<file path="src/rtl/bdi_pkg.sv">
// shared types, constants and helpers for the backward difference interpolator
package bdi_pkg;

    localparam int MAX_POINTS  = 16;
    localparam int CNT_W       = $clog2(MAX_POINTS + 2);
    localparam int IDX_W       = $clog2(MAX_POINTS);
    localparam int QUEUE_DEPTH = 2;
    localparam int QPTR_W      = $clog2(QUEUE_DEPTH);
    localparam int QCNT_W      = $clog2(QUEUE_DEPTH + 1);

    // divider sizes: dividend magnitude, divisor magnitude
    localparam int DVD_W = 49;
    localparam int DVS_W = 33;
    localparam int DCNT_W = $clog2(DVD_W + 1);

    typedef enum logic [2:0] {
        ST_OK       = 3'd0,
        ST_TOO_FEW  = 3'd1,
        ST_ZERO_H   = 3'd2,
        ST_TOO_MANY = 3'd3,
        ST_SAT      = 3'd4
    } status_t;

    typedef enum logic {
        KIND_LOAD = 1'b0,
        KIND_EVAL = 1'b1
    } kind_t;

    typedef struct packed {
        logic signed [31:0] x_value;
        logic signed [31:0] y_value;
        logic signed [31:0] query_point;
        logic               last;
    } in_item_t;

    typedef struct packed {
        logic signed [31:0] interpolated;
        status_t            status;
    } out_item_t;

    typedef struct packed {
        in_item_t item;
        kind_t    kind;
    } q_item_t;

    typedef struct packed {
        logic               start;
        logic               neg;
        logic [DVD_W-1:0]   dividend;
        logic [DVS_W-1:0]   divisor;
    } div_req_t;

    typedef struct packed {
        logic               done;
        logic               sat;
        logic signed [31:0] value;
    } div_rsp_t;

    localparam logic signed [31:0] Q_MAX = 32'sh7fffffff;
    localparam logic signed [31:0] Q_MIN = 32'sh80000000;

    function automatic logic sat_hit(input logic signed [50:0] v);
        return (v > 51'(Q_MAX)) || (v < 51'(Q_MIN));
    endfunction

    function automatic logic signed [31:0] sat_val(input logic signed [50:0] v);
        logic signed [31:0] r;
        if (v > 51'(Q_MAX))
            r = Q_MAX;
        else if (v < 51'(Q_MIN))
            r = Q_MIN;
        else
            r = v[31:0];
        return r;
    endfunction

endpackage

</file>
<file path="src/rtl/bdi_div.sv">
// bit-serial restoring divider on magnitudes, signed and saturated result
module bdi_div (
    input  logic              clk,
    input  logic              rst_n,
    input  bdi_pkg::div_req_t req,
    output bdi_pkg::div_rsp_t rsp
);
    import bdi_pkg::*;

    logic [DVD_W-1:0]  dq_reg;
    logic [DVS_W-1:0]  rem_reg;
    logic [DVS_W-1:0]  dvs_reg;
    logic              neg_reg;
    logic              busy_reg;
    logic              done_reg;
    logic [DCNT_W-1:0] cnt_reg;
    logic [DVS_W:0]    rem_sh;
    logic [DVS_W:0]    trial;
    logic              fits;

    assign rem_sh = {rem_reg, dq_reg[DVD_W-1]};
    assign trial  = rem_sh - {1'b0, dvs_reg};
    assign fits   = !trial[DVS_W];

    always_ff @(posedge clk)
    begin
        if (req.start)
        begin
            dq_reg  <= req.dividend;
            rem_reg <= '0;
            dvs_reg <= req.divisor;
            neg_reg <= req.neg;
        end
        else if (busy_reg)
        begin
            rem_reg <= fits ? trial[DVS_W-1:0] : rem_sh[DVS_W-1:0];
            dq_reg  <= {dq_reg[DVD_W-2:0], fits};
        end
    end

    always_ff @(posedge clk or negedge rst_n)
    begin
        if (!rst_n)
        begin
            busy_reg <= 1'b0;
            done_reg <= 1'b0;
            cnt_reg  <= '0;
        end
        else
        begin
            done_reg <= 1'b0;
            if (req.start)
            begin
                busy_reg <= 1'b1;
                cnt_reg  <= DCNT_W'(DVD_W);
            end
            else if (busy_reg)
            begin
                cnt_reg <= cnt_reg - 1'b1;
                if (cnt_reg == DCNT_W'(1))
                begin
                    busy_reg <= 1'b0;
                    done_reg <= 1'b1;
                end
            end
        end
    end

    always_comb
    begin
        rsp.done = done_reg;
        if (!neg_reg)
        begin
            rsp.sat   = |dq_reg[DVD_W-1:31];
            rsp.value = rsp.sat ? Q_MAX : dq_reg[31:0];
        end
        else
        begin
            rsp.sat   = (|dq_reg[DVD_W-1:32]) || (dq_reg[31] && |dq_reg[30:0]);
            rsp.value = rsp.sat ? Q_MIN : -dq_reg[31:0];
        end
    end

    a_no_restart: assert property (@(posedge clk) disable iff (!rst_n)
        req.start |-> !busy_reg)
        else $error("divider started while busy");

    a_done_after_busy: assert property (@(posedge clk) disable iff (!rst_n)
        done_reg |-> $past(busy_reg))
        else $error("divider done without a run");

    a_nonzero_divisor: assert property (@(posedge clk) disable iff (!rst_n)
        req.start |-> req.divisor != '0)
        else $error("divide by zero requested");

endmodule

</file>
<file path="config.mk">
export PLATFORM = sky130hd
export DESIGN_NAME = bdi_div
export DESIGN_NICKNAME = d
export VERILOG_FILES = /design/src/rtl/bdi_pkg.sv /design/src/rtl/bdi_div.sv
export SDC_FILE = /design/constraint.sdc
export NUM_CORES = 1
export LEC_CHECK = 0
export BUFFER_PORTS_ARGS = -buffer_cell sky130_fd_sc_hd__buf_2
export CORE_MARGIN = 5
export CORE_UTILIZATION = 62
export CTS_BUF_LIST = sky130_fd_sc_hd__clkbuf_2 sky130_fd_sc_hd__clkbuf_4 sky130_fd_sc_hd__clkbuf_8
export DETAILED_ROUTE_END_ITERATION = 12
export PLACE_DENSITY_LB_ADDON = 0.05
export SETUP_SLACK_MARGIN = 0.05
export SLEW_MARGIN = 15
export SYNTH_ARGS = -nofsm -noshare
export SYNTH_HDL_FRONTEND = slang
export SYNTH_SLANG_ARGS = --single-unit
</file>
<file path="constraint.sdc">
create_clock -name clk -period 7.4 [get_ports clk]
set_input_delay 1.48 -clock clk [delete_from_list [all_inputs] [get_ports clk]]
set_output_delay 1.48 -clock clk [all_outputs]
set_load 0.005 [all_outputs]
</file>
==> run summary <==
TritonCTS clock tree -> built
count of clock tree sinks -> 124
worst path buffer plus inverter count -> 2
Yosys cell types -> 66
cell area after synthesis -> 0.00773 sq mm
Max Cap Violations -> 0
final worst path period need -> 6.45 ns
largest net degree at the start of global routing -> 73
worst ir drop on vdd -> 0.132 mV
number of buffers inserted by hold repair at cts -> 0
startpoint of the worst setup timing path -> dq_reg[1]
delay contributed by the slowest stage of the critical path -> 0.63 ns
Max Transition Viols Final -> 0
crit path cell chain -> inv_1 > ha_1 > or3b_2 > nor4_1 > nand4_1 > or3_4 > o41ai_4 > nand3_2 > o311ai_1 > buf_2
DRC Markers -> 0
critical path launch point type -> register
status -> complete, no violations
vias -> 6501
launch instance of the worst register-to-register path -> dq_reg[48]
final global-route overflow total -> 0
transition time of the tightest slew-check pin -> 1.06 ns
DRT antenna net count -> 0
sum of routed wire length over all layers -> 18.5 mm
root buffer selected by CTS -> sky130_fd_sc_hd__clkbuf_8
number of non-filler instances in the completed layout -> 1069
yosys warns -> 0
Slew headroom -> 0.290
first-pass GRT wire length -> 30.0 mm
worst reg2reg setup slack -> 3.54 ns
EDFF count, synth -> 83
GPL Wtd Cong -> 0.914
via count of the first global-routing pass -> 6135
total count of hold-check failures in the final report -> 0
flop and latch count out of synthesis -> 124
number of setup buffers added after CTS -> 0
path depth of the worst reg2reg path -> 12
first-iteration detailed-routing DRC count -> 543
power density of the placed cells -> 187 mW/mm^2
count of pins on the block boundary -> 120
final antenna diode count -> 0
setup TNS after final layout -> 0 ns
starting utilization of the core area -> 0.638
path class of the lowest-slack min-delay path -> register to register
Slowest cell on crit path -> sky130_fd_sc_hd__o311ai_1
setup repair after global routing missed its margin -> false
H-Tree Depth -> 4
type of element capturing the critical path -> primary output
met1 Resource Use GR -> 0.323
layout net count -> 1011
# rows -> 40
average cell area after synthesis -> 9.81 sq um
startpoint of the lowest-slack hold path -> rem_reg[3]
sequential share of the synthesized area -> 0.434
highest attainable clock frequency -> 155 MHz
placed cell count -> 1037
Post-DP HPWL -> 13.3 mm
global-route total usage across every layer -> 0.252
Tcrit/Tclk final -> 0.871
leakage -> 3.67 nW
endpoint of the worst hold-timing path -> rem_reg[3]
Largest register FFs -> 49
Die Wd -> 122 microns
synthesized netlist net count -> 911
terminus of the critical flop-to-flop path -> rem_reg[32]
largest clock skew in the final design -> 0.0119 ns
count of input and output buffers -> 119
Worst EP required -> 5.92 ns
Worst-path clk slew -> 0.07 ns
fraction of layout cells with a size suffix above 1 -> 0.245
synthesized instance count -> 788
worst setup path class -> register to primary output
Clk Latency, worst-skew pair -> 0.44 ns
layout overhead on the synthesized area -> 13.4%
Pre-Repair DR Iteration Count -> 7
number of buffers inserted during clock tree synthesis -> 17
global route hottest layer -> met2
initial antenna violation count -> 0
# resized after CTS -> 0
cell family contributing the most delay on the critical path -> simple AND/OR/NAND/NOR gates
floorplan die height -> 122 microns
via density per instance -> 6.08
clock tree buffer depth -> 2
Core Box Area -> 0.0121 sq mm
total setup violations reported at the end of the flow -> 0
instance count along the most critical hold path -> 2
global routing met2 resource utilization -> 0.429
Max Fanout on Critical Path -> 28
Top FF cell, synth -> sky130_fd_sc_hd__edfxtp_1
Routed WL per cell -> 17.3 microns
die outline area -> 0.0148 sq mm
arrival time of the worst setup path -> 4.97 ns
met3 Track Usage GR -> 0.0525
ys async rst share -> 0.0645
==> cells in the mapped netlist (3+ instances only) <==
library cell,number,share of area
sky130_fd_sc_hd__or2_2,6,0.0049
sky130_fd_sc_hd__edfxtp_1,83,0.32
sky130_fd_sc_hd__nor2_1,49,0.024
sky130_fd_sc_hd__a311oi_1,14,0.016
sky130_fd_sc_hd__nand2_1,77,0.037
sky130_fd_sc_hd__nor4_1,9,0.0073
sky130_fd_sc_hd__nor3_1,12,0.0078
sky130_fd_sc_hd__xnor2_1,20,0.023
sky130_fd_sc_hd__a31oi_1,9,0.0073
sky130_fd_sc_hd__buf_1,4,0.0019
sky130_fd_sc_hd__nand2b_1,10,0.0081
sky130_fd_sc_hd__and2_1,3,0.0024
sky130_fd_sc_hd__or4_1,6,0.0058
sky130_fd_sc_hd__o311ai_1,14,0.016
sky130_fd_sc_hd__nand3_1,13,0.0084
sky130_fd_sc_hd__nor2b_1,7,0.0057
sky130_fd_sc_hd__dfrtp_1,8,0.026
sky130_fd_sc_hd__mux2i_1,6,0.0078
sky130_fd_sc_hd__a211o_1,12,0.014
sky130_fd_sc_hd__o21bai_1,7,0.0068
sky130_fd_sc_hd__mux2_2,46,0.067
sky130_fd_sc_hd__or3_1,8,0.0065
sky130_fd_sc_hd__o211ai_1,4,0.0039
sky130_fd_sc_hd__ha_1,36,0.058
sky130_fd_sc_hd__nor3b_1,12,0.012
sky130_fd_sc_hd__xor2_1,13,0.015
sky130_fd_sc_hd__clkbuf_1,32,0.016
sky130_fd_sc_hd__inv_1,50,0.024
sky130_fd_sc_hd__dfxtp_1,33,0.085
sky130_fd_sc_hd__o31ai_1,4,0.0039
sky130_fd_sc_hd__a21o_1,17,0.017
sky130_fd_sc_hd__a21oi_1,42,0.027
sky130_fd_sc_hd__nand4_1,10,0.0081
sky130_fd_sc_hd__a32oi_1,8,0.0091
sky130_fd_sc_hd__o21a_1,3,0.0029
sky130_fd_sc_hd__and3_1,8,0.0065
sky130_fd_sc_hd__o21ai_0,53,0.034
sky130_fd_sc_hd__a211oi_1,5,0.0049
==> cell families (layout without fill, tap and decap cells) <==
kind of cell | after synthesis | count (layout) | synth area share
AO/OA/AOI/OAI | 206 | 206 | 0.182
buffers and inverters | 91 | 204 | 0.0469
adder cells (fa/ha/maj) | 37 | 37 | 0.0608
multiplexers | 52 | 52 | 0.0748
AND/OR/NAND/NOR | 245 | 245 | 0.164
XOR/XNOR | 33 | 33 | 0.0374
flip-flops | 124 | 124 | 0.434
==> layout make-up <==
| type | count | area [sq um] |
|---|---|---|
| multi-input cells | 573 | 4030 |
| flip-flops and latches | 124 | 3350 |
| fillers | 948 | 3350 |
| repair buffers | 122 | 621 |
| clock buffers | 18 | 248 |
| well taps | 168 | 210 |
| inverters | 50 | 188 |
| clock inverters | 14 | 119 |
==> worst max-delay path by stage <==
stage,endpoint,slack [ns],depth (start not counted)
3_3_place_gp,rsp[5],1.76,12
5_1_grt,rsp[3],0.64,12
4_1_cts,rsp[3],1.06,12
6_report,rsp[5],0.95,10
3_5_place_dp,rsp[3],1.58,12
2_1_floorplan,rsp[18],2.94,10
==> cell usage in the layout, fill, tap and decap left out, types with 8 or more instances in the layout <==
master / instances
sky130_fd_sc_hd__nor4_1: 8
sky130_fd_sc_hd__or3_1: 8
sky130_fd_sc_hd__a21oi_1: 42
sky130_fd_sc_hd__nor2_1: 47
sky130_fd_sc_hd__nor3b_1: 12
sky130_fd_sc_hd__ha_1: 36
sky130_fd_sc_hd__a311oi_1: 14
sky130_fd_sc_hd__a31oi_1: 9
sky130_fd_sc_hd__o21ai_0: 53
sky130_fd_sc_hd__a211o_1: 12
sky130_fd_sc_hd__nor3_1: 12
sky130_fd_sc_hd__o311ai_1: 14
sky130_fd_sc_hd__xor2_1: 13
sky130_fd_sc_hd__dfxtp_1: 33
sky130_fd_sc_hd__edfxtp_1: 83
sky130_fd_sc_hd__nand2_1: 77
sky130_fd_sc_hd__and3_1: 8
sky130_fd_sc_hd__clkbuf_8: 18
sky130_fd_sc_hd__nand4_1: 10
sky130_fd_sc_hd__dfrtp_1: 8
sky130_fd_sc_hd__a21o_1: 17
sky130_fd_sc_hd__nand3_1: 13
sky130_fd_sc_hd__mux2_2: 46
sky130_fd_sc_hd__xnor2_1: 20
sky130_fd_sc_hd__inv_1: 49
sky130_fd_sc_hd__buf_2: 118
sky130_fd_sc_hd__nand2b_1: 10
sky130_fd_sc_hd__a32oi_1: 8
==> power breakdown <==
part / internal [mW] / total, mW / switching [mW]
logic: 0.113 / 0.236 / 0.123
registers: 0.796 / 0.847 / 0.0501
clock network: 0.273 / 0.559 / 0.286
total: 1.18 / 1.64 / 0.459
==> through the flow <==
step	power (mW)	hold WS [ns]	cell area, sq um	setup slack, ns	utilization
after floorplan	1.00	0.453	7730	2.94	-
final	1.64	0.498	8770	0.951	0.724
after global placement	1.08	0.469	8400	1.76	0.693
after CTS	1.65	0.500	8770	1.06	0.724
after global routing	1.72	0.517	8770	0.639	0.724
after detailed placement	1.10	0.488	8400	1.58	0.693
==> worst reg2reg max path: stages (launching register included) <==
cell and delay (ns):
sky130_fd_sc_hd__edfxtp_1 0.50, sky130_fd_sc_hd__inv_1 0.08, sky130_fd_sc_hd__ha_1 0.24, sky130_fd_sc_hd__fa_1 0.40, sky130_fd_sc_hd__nor2b_1 0.27, sky130_fd_sc_hd__o211ai_1 0.18
sky130_fd_sc_hd__a311o_1 0.39, sky130_fd_sc_hd__nand3b_1 0.17, sky130_fd_sc_hd__a211oi_1 0.16, sky130_fd_sc_hd__o41ai_1 0.69, sky130_fd_sc_hd__a221oi_1 0.21, sky130_fd_sc_hd__or4_1 0.44
sky130_fd_sc_hd__nand3_1 0.08
==> per-layer routing <==
layer | part of all wire | wire [microns] | vias up
li1 | - | - | 3138
met1 | 0.43 | 8030 | 3118
met2 | 0.49 | 9090 | 222
met3 | 0.059 | 1090 | 23
met4 | 0.014 | 267 | 0
met5 | 0 | 0 | -
Note: power is estimated with default switching activity, not from simulation.
