## src/rtl/bdi_pkg.sv

```systemverilog
// shared types, constants and helpers for the backward difference interpolator
package bdi_pkg;

    localparam int MAX_POINTS  = 16;
    localparam int CNT_W       = $clog2(MAX_POINTS + 2);
    localparam int IDX_W       = $clog2(MAX_POINTS);
    localparam int QUEUE_DEPTH = 2;
    localparam int QPTR_W      = $clog2(QUEUE_DEPTH);
    localparam int QCNT_W      = $clog2(QUEUE_DEPTH + 1);

    // divider sizes: dividend magnitude, divisor magnitude
    localparam int DVD_W = 49;
    localparam int DVS_W = 33;
    localparam int DCNT_W = $clog2(DVD_W + 1);

    typedef enum logic [2:0] {
        ST_OK       = 3'd0,
        ST_TOO_FEW  = 3'd1,
        ST_ZERO_H   = 3'd2,
        ST_TOO_MANY = 3'd3,
        ST_SAT      = 3'd4
    } status_t;

    typedef enum logic {
        KIND_LOAD = 1'b0,
        KIND_EVAL = 1'b1
    } kind_t;

    typedef struct packed {
        logic signed [31:0] x_value;
        logic signed [31:0] y_value;
        logic signed [31:0] query_point;
        logic               last;
    } in_item_t;

    typedef struct packed {
        logic signed [31:0] interpolated;
        status_t            status;
    } out_item_t;

    typedef struct packed {
        in_item_t item;
        kind_t    kind;
    } q_item_t;

    typedef struct packed {
        logic               start;
        logic               neg;
        logic [DVD_W-1:0]   dividend;
        logic [DVS_W-1:0]   divisor;
    } div_req_t;

    typedef struct packed {
        logic               done;
        logic               sat;
        logic signed [31:0] value;
    } div_rsp_t;

    localparam logic signed [31:0] Q_MAX = 32'sh7fffffff;
    localparam logic signed [31:0] Q_MIN = 32'sh80000000;

    function automatic logic sat_hit(input logic signed [50:0] v);
        return (v > 51'(Q_MAX)) || (v < 51'(Q_MIN));
    endfunction

    function automatic logic signed [31:0] sat_val(input logic signed [50:0] v);
        logic signed [31:0] r;
        if (v > 51'(Q_MAX))
            r = Q_MAX;
        else if (v < 51'(Q_MIN))
            r = Q_MIN;
        else
            r = v[31:0];
        return r;
    endfunction

endpackage

```

## src/rtl/bdi_front.sv

```systemverilog
// front end: accepts points, tags the evaluating one and queues them
module bdi_front (
    input  logic             clk,
    input  logic             rst_n,
    input  logic             in_valid,
    output logic             in_ready,
    input  bdi_pkg::in_item_t in_data,
    output logic             q_valid,
    input  logic             q_ready,
    output bdi_pkg::q_item_t q_data
);
    import bdi_pkg::*;

    q_item_t             mem_reg [QUEUE_DEPTH];
    logic [QPTR_W-1:0]   wr_ptr_reg, wr_ptr_next;
    logic [QPTR_W-1:0]   rd_ptr_reg, rd_ptr_next;
    logic [QCNT_W-1:0]   cnt_reg, cnt_next;
    logic                push, pop;
    q_item_t             entry;

    assign in_ready = (cnt_reg != QCNT_W'(QUEUE_DEPTH));
    assign q_valid  = (cnt_reg != '0);
    assign q_data   = mem_reg[rd_ptr_reg];
    assign push     = in_valid && in_ready;
    assign pop      = q_valid && q_ready;

    always_comb
    begin
        entry.item = in_data;
        entry.kind = in_data.last ? KIND_EVAL : KIND_LOAD;
        wr_ptr_next = push ? wr_ptr_reg + 1'b1 : wr_ptr_reg;
        rd_ptr_next = pop ? rd_ptr_reg + 1'b1 : rd_ptr_reg;
        cnt_next = cnt_reg;
        if (push && !pop)
            cnt_next = cnt_reg + 1'b1;
        else if (pop && !push)
            cnt_next = cnt_reg - 1'b1;
    end

    always_ff @(posedge clk)
    begin
        if (push)
            mem_reg[wr_ptr_reg] <= entry;
    end

    always_ff @(posedge clk or negedge rst_n)
    begin
        if (!rst_n)
        begin
            wr_ptr_reg <= '0;
            rd_ptr_reg <= '0;
            cnt_reg    <= '0;
        end
        else
        begin
            wr_ptr_reg <= wr_ptr_next;
            rd_ptr_reg <= rd_ptr_next;
            cnt_reg    <= cnt_next;
        end
    end

    a_cnt_bound: assert property (@(posedge clk) disable iff (!rst_n)
        cnt_reg <= QCNT_W'(QUEUE_DEPTH))
        else $error("queue count beyond depth");

    a_full_no_push: assert property (@(posedge clk) disable iff (!rst_n)
        (cnt_reg == QCNT_W'(QUEUE_DEPTH)) && !pop |=> cnt_reg == QCNT_W'(QUEUE_DEPTH))
        else $error("queue lost an entry while full");

    a_ptr_gap: assert property (@(posedge clk) disable iff (!rst_n)
        (cnt_reg == '0) |-> (wr_ptr_reg == rd_ptr_reg))
        else $error("empty queue with pointers apart");

endmodule

```

## config.mk

```make
export PLATFORM = sky130hd
export DESIGN_NAME = bdi_front
export DESIGN_NICKNAME = d
export VERILOG_FILES = /design/src/rtl/bdi_pkg.sv /design/src/rtl/bdi_front.sv
export SDC_FILE = /design/constraint.sdc
export NUM_CORES = 1
export LEC_CHECK = 0
export BUFFER_PORTS_ARGS = -buffer_cell sky130_fd_sc_hd__buf_2
export CORE_ASPECT_RATIO = 1.4
export CORE_MARGIN = 2
export CORE_UTILIZATION = 52
export CTS_CLUSTER_SIZE = 16
export DETAILED_ROUTE_END_ITERATION = 10
export PLACE_DENSITY = 0.79
export SLEW_MARGIN = 20
export SYNTH_ARGS = -nofsm -noshare
export SYNTH_HDL_FRONTEND = slang
export SYNTH_SLANG_ARGS = --single-unit
```

## constraint.sdc

```tcl
create_clock -name clk -period 6.8 [get_ports clk]
set_clock_uncertainty 0.1 [all_clocks]
set_input_delay 0.34 -clock clk [delete_from_list [all_inputs] [get_ports clk]]
set_output_delay 0.34 -clock clk [all_outputs]
set_load 0.005 [all_outputs]
```

==> results of run 1 <==
==> how the worst max path moves through the flow <==
| stage | startpoint | slack [ns] | cells after the start | to |
|---|---|---|---|---|
| floorplan | cnt_reg[0] | 1.46 | 3 | mem_reg[0][10] |
| global placement | rd_ptr_reg | 4.20 | 3 | q_data[45] |
| detailed placement | rd_ptr_reg | 4.17 | 3 | q_data[45] |
| CTS | rd_ptr_reg | 3.72 | 3 | q_data[45] |
| global route | rd_ptr_reg | 3.61 | 3 | q_data[28] |
| finish | rd_ptr_reg | 3.74 | 3 | q_data[45] |
==> Yosys cell counts, drive strengths merged <==
cell type  count  share of area [%]
edfxtp       194                 80
mux2          97                 16
buf           12                1.2
dfrtp          4                1.4
xnor2          3               0.36
nand2          2               0.10
nor2           2               0.10
xor2           2               0.24
and3           1              0.086
ha             1               0.17
inv            1              0.052
nand2b         1              0.086
or2            1              0.086
==> worst max-delay path: cells and delay by family, from the launching register on <==
family | cells | cell delay, ns
buffers and inverters | 2 | 0.84
DFF | 1 | 0.84
muxes | 1 | 0.44
==> layer usage <==
metal  up-vias  routed length [um]  GRT usage [%]
met3        33                 716           4.90
met2       134                7980           34.5
met5         -                  13              0
li1       1825                   -              -
met1      1920                4980           18.6
met4         2                 432           10.7
==> logic make-up after synthesis <==
family | after synthesis | synth area share [%]
flops | 198 | 81.5
mux | 97 | 16.0
buf+inv | 13 | 1.26
simple gates | 7 | 0.465
xor+xnor | 5 | 0.602
fa+ha+maj | 1 | 0.172
==> where the power goes <==
part           switching [uW]  internal [uW]  total [uW]  leakage [uW]
Sequential                124           1670        1800       0.00185
Combinational             484            553        1040       0.00158
Clock                     432            511         943      0.000259
Total                    1040           2730        3780       0.00369
==> metrics by stage <==
stage	setup slack, ns	total power, uW	std cells
floorplan	1.46	2450	321
global placement	4.20	2790	698
detailed placement	4.17	2840	698
CTS	3.72	3810	793
global route	3.61	3940	794
finish	3.74	3780	795
==> repair_timing <==
item                                   CTS  global route
setup buffers                            0             0
endpoints found under the hold margin  124             0
hold buffers                            63             0
resized for setup                        0             0
==> cell type report <==
cell class / count / area [um^2]
Antenna cell: 2 / 5.00
Inverter: 1 / 3.75
Multi-Input combinational cell: 110 / 1270
Fill cell: 891 / 4130
Sequential cell: 198 / 5930
Clock buffer: 19 / 433
Clock inverter: 13 / 124
Timing Repair Buffer: 267 / 1660
Tap cell: 185 / 231
==> results.cfg, run 1 <==
[min_path]
holdPathEnd = mem_reg[1][67]
worstHoldStart = in_data[66]
holdPathStages = 1
holdCritPathClass = in2reg

[floorplan]
boundaryPins = 201
die_w_um = 104
die_h_um = 144
fp.dieArea_um2 = 15000
rows = 51
core_um2 = 13800
start_util_pct = 52.8

[worst_setup_path]
r2r_end = mem_reg[1][37]
crit_fanout = 51
critPathSlowestCell = dfrtp_4
r2r-start = cnt_reg[0]
critPathKind = reg2out
worstPathArrival_ns = 2.62
rr_worst_depth = 3
cp.required_ns = 6.36
rrSetupSlack_ns = 4.36
startpoint_type = flip-flop
crit_chain = buf_4 > mux2_2 > buf_2
critPathMaxStageDelay_ns = 0.84
endpoint_kind = output port

[run_status]
status = finished, final reports clean

[final_layout]
drive_gt1_share_pct = 55.1
design_area_um2 = 9660
final_common_cell = buf_2
mostFrequentLayoutCells = 200 x buf_2, 194 x edfxtp_1, 77 x mux2_2
largest_register_ffs = 194
final_util_pct = 70.1
layout.nets = 697
syn2layout_area_growth_pct = 32.8

[global_route]
grtUsageTotal_pct = 18.5
grt_pass1_wl_mm = 20.6
overflow = 0
grt_pass1_vias = 4154
antenna_found_initial = 2
grt_start_max_net_pins = 52

[cts]
clkSinkCount = 198
clk_pin_slew_ns = 0.07
htree_levels = 4
numCtsBuffers = 17
clk_path_buf_depth = 2
worstSkewPairLatency_ns = 0.42
cts_tree = done
cts_root_buf = clkbuf_16

[sta]
setup_violations = 0
drv_slew = 0
max_freq_mhz = 327
finalSetupTns_ns = 0
worst_pin_slew_ns = 0.767
timing.final.crit_period_ns = 3.06
fin_crit_sh_pct = 45.0
final-hold-violation-count = 0
whs_ns = 0.0103
maxSlewHeadroom_pct = 48.9
rsz0062_at_grt = false

[logic_synthesis]
seq_area_frac_synth_pct = 81.5
yosysUniqueCellTypes = 16
synth_fp_nets = 423
ys_warn_count = 0
ys_ff_latch = 198
syn_area_um2 = 7270
synthCells = 321
avgSynthCellArea_um2 = 22.7

[detailed_routing]
dr_total_vias = 3914
ant_nets = 0
drtIter0Drc = 143
first_pass_iters = 4
finalWirelength_mm = 14.1
vias_per_cell = 4.92
drc = 0
wire_per_inst_um = 17.8

[placed_design]
place_congestion = 0.790
postPlaceCellArea_um2 = 8470
port_buffers = 200
hpwlAfterDp_mm = 8.97

[job]
cap_viol_max_count = 0

[power]
power.density_nw_per_um2 = 391
max-vdd-ir-drop_mv = 0.327
power.leakage_uw = 0.00369
Power figures use the tool's default switching activity.
==> inputs of run 2 (changes only) <==
--- a/config.mk
+++ b/config.mk
@@ -8,10 +8,10 @@
 export BUFFER_PORTS_ARGS = -buffer_cell sky130_fd_sc_hd__buf_2
 export CORE_ASPECT_RATIO = 1.4
 export CORE_MARGIN = 2
-export CORE_UTILIZATION = 52
+export CORE_UTILIZATION = 47
 export CTS_CLUSTER_SIZE = 16
 export DETAILED_ROUTE_END_ITERATION = 10
-export PLACE_DENSITY = 0.79
+export PLACE_DENSITY = 0.76
 export SLEW_MARGIN = 20
 export SYNTH_ARGS = -nofsm -noshare
 export SYNTH_HDL_FRONTEND = slang
==> constraint.sdc (replaced) <==
create_clock -name clk -period 2.7 [get_ports clk]
set_clock_uncertainty 0.1 [all_clocks]
set_input_delay 0.135 -clock clk [delete_from_list [all_inputs] [get_ports clk]]
set_output_delay 0.135 -clock clk [all_outputs]
set_load 0.005 [all_outputs]
==> results.cfg, run 2 (same netlist as run 1, synthesis figures left out) <==
[floorplan]
die_w_um = 109
core_um2 = 15100
die_h_um = 151
boundaryPins = 201
rows = 53
start_util_pct = 48.3
fp.dieArea_um2 = 16500

[cts]
clk_pin_slew_ns = 0.07
cts_resized = 0
htree_levels = 4
worstSkewPairLatency_ns = 0.42
postCtsHoldBufs = 101
cts_tree = done
clkSinkCount = 198
clk_path_buf_depth = 2
post_cts_buffers = 0
cts_root_buf = clkbuf_16
numCtsBuffers = 17

[power]
max-vdd-ir-drop_mv = 0.549
power.density_nw_per_um2 = 955
power.leakage_uw = 0.00388
power_uw = 9640

[worst_setup_path]
crit_family = flip-flops
critPathSlowestCell = dfrtp_4
crit_chain = buf_12 > mux2_2 > buf_2
startpoint_type = flip-flop
worstPathArrival_ns = 2.06
crit_fanout = 49
cp.required_ns = 2.47
critPathKind = reg2out
endpoint_kind = output port
cp_num_buf_inv = 2
critPathMaxStageDelay_ns = 0.70

[final_layout]
layout.nets = 737
final_common_cell = buf_2
mostFrequentLayoutCells = 200 x buf_2, 194 x edfxtp_1, 101 x dlygate4sd3_1
drive_gt1_share_pct = 52.2
syn2layout_area_growth_pct = 38.8
largest_register_ffs = 194

[global_route]
grt_pass1_vias = 4481
overflow = 0
grt_start_max_net_pins = 50
grt_pass1_wl_mm = 22.6
grtUsageTotal_pct = 18.7
antenna_found_initial = 1

[placed_design]
place_congestion = 0.735
hpwlAfterDp_mm = 9.37
port_buffers = 200

[detailed_routing]
drtIter0Drc = 181
dr_total_vias = 4132
finalWirelength_mm = 15.5
drc = 0
ant_nets = 0
vias_per_cell = 4.91
first_pass_iters = 4
wire_per_inst_um = 18.4

[sta]
drv_slew = 0
maxSlewHeadroom_pct = 56.8
final-hold-violation-count = 0
max_freq_mhz = 435
rsz0062_at_grt = false
setup_violations = 0
timing.final.crit_period_ns = 2.30
worst_pin_slew_ns = 0.648
fin_crit_sh_pct = 85.1
finalSetupTns_ns = 0

[min_path]
holdCritPathClass = in2reg

[run_status]
status = finished, final reports clean

[job]
cap_viol_max_count = 0
## run 2: per-layer routing
| metal | share of wire (%) | track usage (%) | vias to the layer above |
|---|---|---|---|
| met2 | 58 | 35.2 | 147 |
| met5 | 0 | 0 | - |
| met4 | 3.0 | 8.85 | 0 |
| met3 | 4.2 | 3.66 | 36 |
| li1 | - | - | 1899 |
| met1 | 35 | 19.5 | 2050 |
## run 2: worst paths after layout
path                       slack, ns  cells past startpoint             end   startpoint
max in group asynchronous       1.78                      3      rd_ptr_reg        rst_n
hold / removal                  0.33                      2  mem_reg[0][18]  in_data[17]
hold reg to reg                 0.41                      1      cnt_reg[1]   cnt_reg[1]
setup reg to reg                0.81                      3  mem_reg[1][56]   cnt_reg[0]
setup / recovery                0.40                      3      q_data[70]   rd_ptr_reg
min in group asynchronous       0.52                      3      cnt_reg[0]        rst_n
## run 2: where the power goes
| part | switching, uW | leakage (uW) | internal, uW |
|---|---|---|---|
| logic | 1310 | 0.00176 | 1470 |
| clock network | 1170 | 0.000272 | 1220 |
| registers | 264 | 0.00185 | 4200 |
## run 2: through the flow
stage / cell area (um^2) / utilization (%) / std cells / hold WS (ns) / setup WS (ns)
2_1_floorplan: 7280 / - / 321 / -0.261 / 0.0651
3_3_place_gp: 8510 / 56.6 / 707 / -0.154 / 0.847
3_5_place_dp: 8510 / 56.6 / 707 / -0.156 / 0.810
4_1_cts: 10100 / 67.0 / 840 / 0.312 / 0.370
5_1_grt: 10100 / 67.1 / 841 / 0.320 / 0.307
6_report: 10100 / 67.1 / 841 / 0.334 / 0.401
## run 2: area by class of cell
cell class,count,area (um^2)
Timing Repair Buffer,307,2080
Multi-Input combinational cell,110,1270
Antenna cell,1,2.50
Tap cell,192,240
Clock buffer,17,425
Clock inverter,15,140
Inverter,1,3.75
Fill cell,973,4960
Sequential cell,198,5930
==> inputs of run 3 (changes only) <==
--- a/config.mk
+++ b/config.mk
@@ -12,6 +12,7 @@
 export CTS_CLUSTER_SIZE = 16
 export DETAILED_ROUTE_END_ITERATION = 10
 export PLACE_DENSITY = 0.76
+export RECOVER_POWER = 50
 export SLEW_MARGIN = 20
 export SYNTH_ARGS = -nofsm -noshare
 export SYNTH_HDL_FRONTEND = slang
==> results.cfg, run 3 (same netlist as run 1, synthesis figures left out) <==
[run_status]
status = finished, final reports clean

[final_layout]
fill_cells = 1025
drive_gt1_share_pct = 41.0
largest_register_ffs = 194
final_common_cell = edfxtp_1
layout.nets = 737
final_util_pct = 66.4
mostFrequentLayoutCells = 194 x edfxtp_1, 127 x buf_2, 101 x dlygate4sd3_1
design_area_um2 = 9990
syn2layout_area_growth_pct = 37.3

[cts]
cts_root_buf = clkbuf_16
clk_path_buf_depth = 2
numCtsBuffers = 17
clk_pin_slew_ns = 0.07
post_cts_buffers = 0
htree_levels = 4
cts_tree = done
clkSinkCount = 198
worstSkewPairLatency_ns = 0.42

[worst_setup_path]
critPathKind = reg2out
cp.required_ns = 2.47
startpoint_type = flip-flop
rr_worst_depth = 3
crit_fanout = 49
worstPathArrival_ns = 2.07
endpoint_kind = output port

[detailed_routing]
drtIter0Drc = 159
first_pass_iters = 6
drc = 0
wire_per_inst_um = 18.4
finalWirelength_mm = 15.5
dr_total_vias = 4137
ant_nets = 0
vias_per_cell = 4.92

[min_path]
holdCritPathClass = in2reg
holdPathStages = 2

[sta]
fin_ws_ns = 0.396
rsz0062_at_grt = false
worst_pin_slew_ns = 0.736
finalSetupTns_ns = 0
final-hold-violation-count = 0
setup_violations = 0
max_freq_mhz = 434
drv_slew = 0
timing.final.crit_period_ns = 2.30
whs_ns = 0.331
maxSlewHeadroom_pct = 50.9
fin_crit_sh_pct = 85.3

[floorplan]
boundaryPins = 201
rows = 53
die_w_um = 109
fp.dieArea_um2 = 16500
die_h_um = 151
start_util_pct = 48.3
core_um2 = 15100

[power]
power.density_nw_per_um2 = 962
max-vdd-ir-drop_mv = 0.537
power.leakage_uw = 0.00368

[global_route]
grt_pass1_wl_mm = 22.6
grt_pass1_vias = 4481
grt_start_max_net_pins = 50
grtUsageTotal_pct = 18.7
antenna_found_initial = 1
overflow = 0

[placed_design]
hpwlAfterDp_mm = 9.37
place_congestion = 0.735
port_buffers = 200
place_ws_ns = 0.810
postPlaceCellArea_um2 = 8510

[job]
cap_viol_max_count = 0
-- run 3: cell count changes in the layout (fill, tap and decap cells not counted) --
cell | before | now
buf_1 | 0 | 2
buf_2 | 200 | 127
buf_12 | 2 | 1
clkbuf_1 | 0 | 70
clkbuf_4 | 0 | 1
clkbuf_2 | 0 | 1
-- run 3: through the flow --
stage / power, uW / instances
after detailed placement: 7220 / 707
after global routing: 10100 / 841
after floorplan: 6120 / 321
after global placement: 7130 / 707
final: 9610 / 841
after CTS: 9720 / 840
-- run 3: repair_timing --
item / 4_1_cts / 5_1_grt
gates resized for setup: 0 / 0
endpoints found under the hold margin: 200 / 0
setup endpoints to repair: 0 / 0
hold buffers: 101 / 0
-- run 3: worst max-delay path, stage by stage (launching register included) --
cell,delay (ns)
dfrtp_4,0.71
buf_12,0.34
mux2_2,0.40
buf_2,0.13
-- run 3: final cells by class --
| class | count | area, um^2 | share of cell area (%) |
|---|---|---|---|
| sequential | 198 | 5930 | 59.3 |
| timing repair buffer | 307 | 1980 | 19.8 |
| multi-input combinational | 110 | 1270 | 12.7 |
| clock buffer | 17 | 425 | 4.26 |
| tap | 192 | 240 | 2.40 |
| clock inverter | 15 | 140 | 1.40 |
| inverter | 1 | 3.75 | 0.0376 |
| antenna | 1 | 2.50 | 0.0250 |
-- run 3: layer usage --
metal  track usage, %  part of all wire [%]
met3             3.66                   4.0
met1             19.5                    35
met4             8.85                   3.0
met5                0                     0
met2             35.2                    58
-- run 3: path summary, 6_finish.rpt --
path	to	start	slack [ns]
setup / recovery	q_data[84]	rd_ptr_reg	0.40
hold / removal	mem_reg[0][18]	in_data[17]	0.33
setup reg to reg	mem_reg[1][22]	cnt_reg[0]	0.45
hold reg to reg	cnt_reg[1]	cnt_reg[1]	0.41
max in group asynchronous	rd_ptr_reg	rst_n	1.79
min in group asynchronous	cnt_reg[0]	rst_n	0.52
-- run 3: power breakdown --
part	internal [uW]	switching [uW]	total (uW)
clock network	1220	1170	2390
logic	1440	1310	2750
registers	4210	265	4470
total	6870	2740	9610
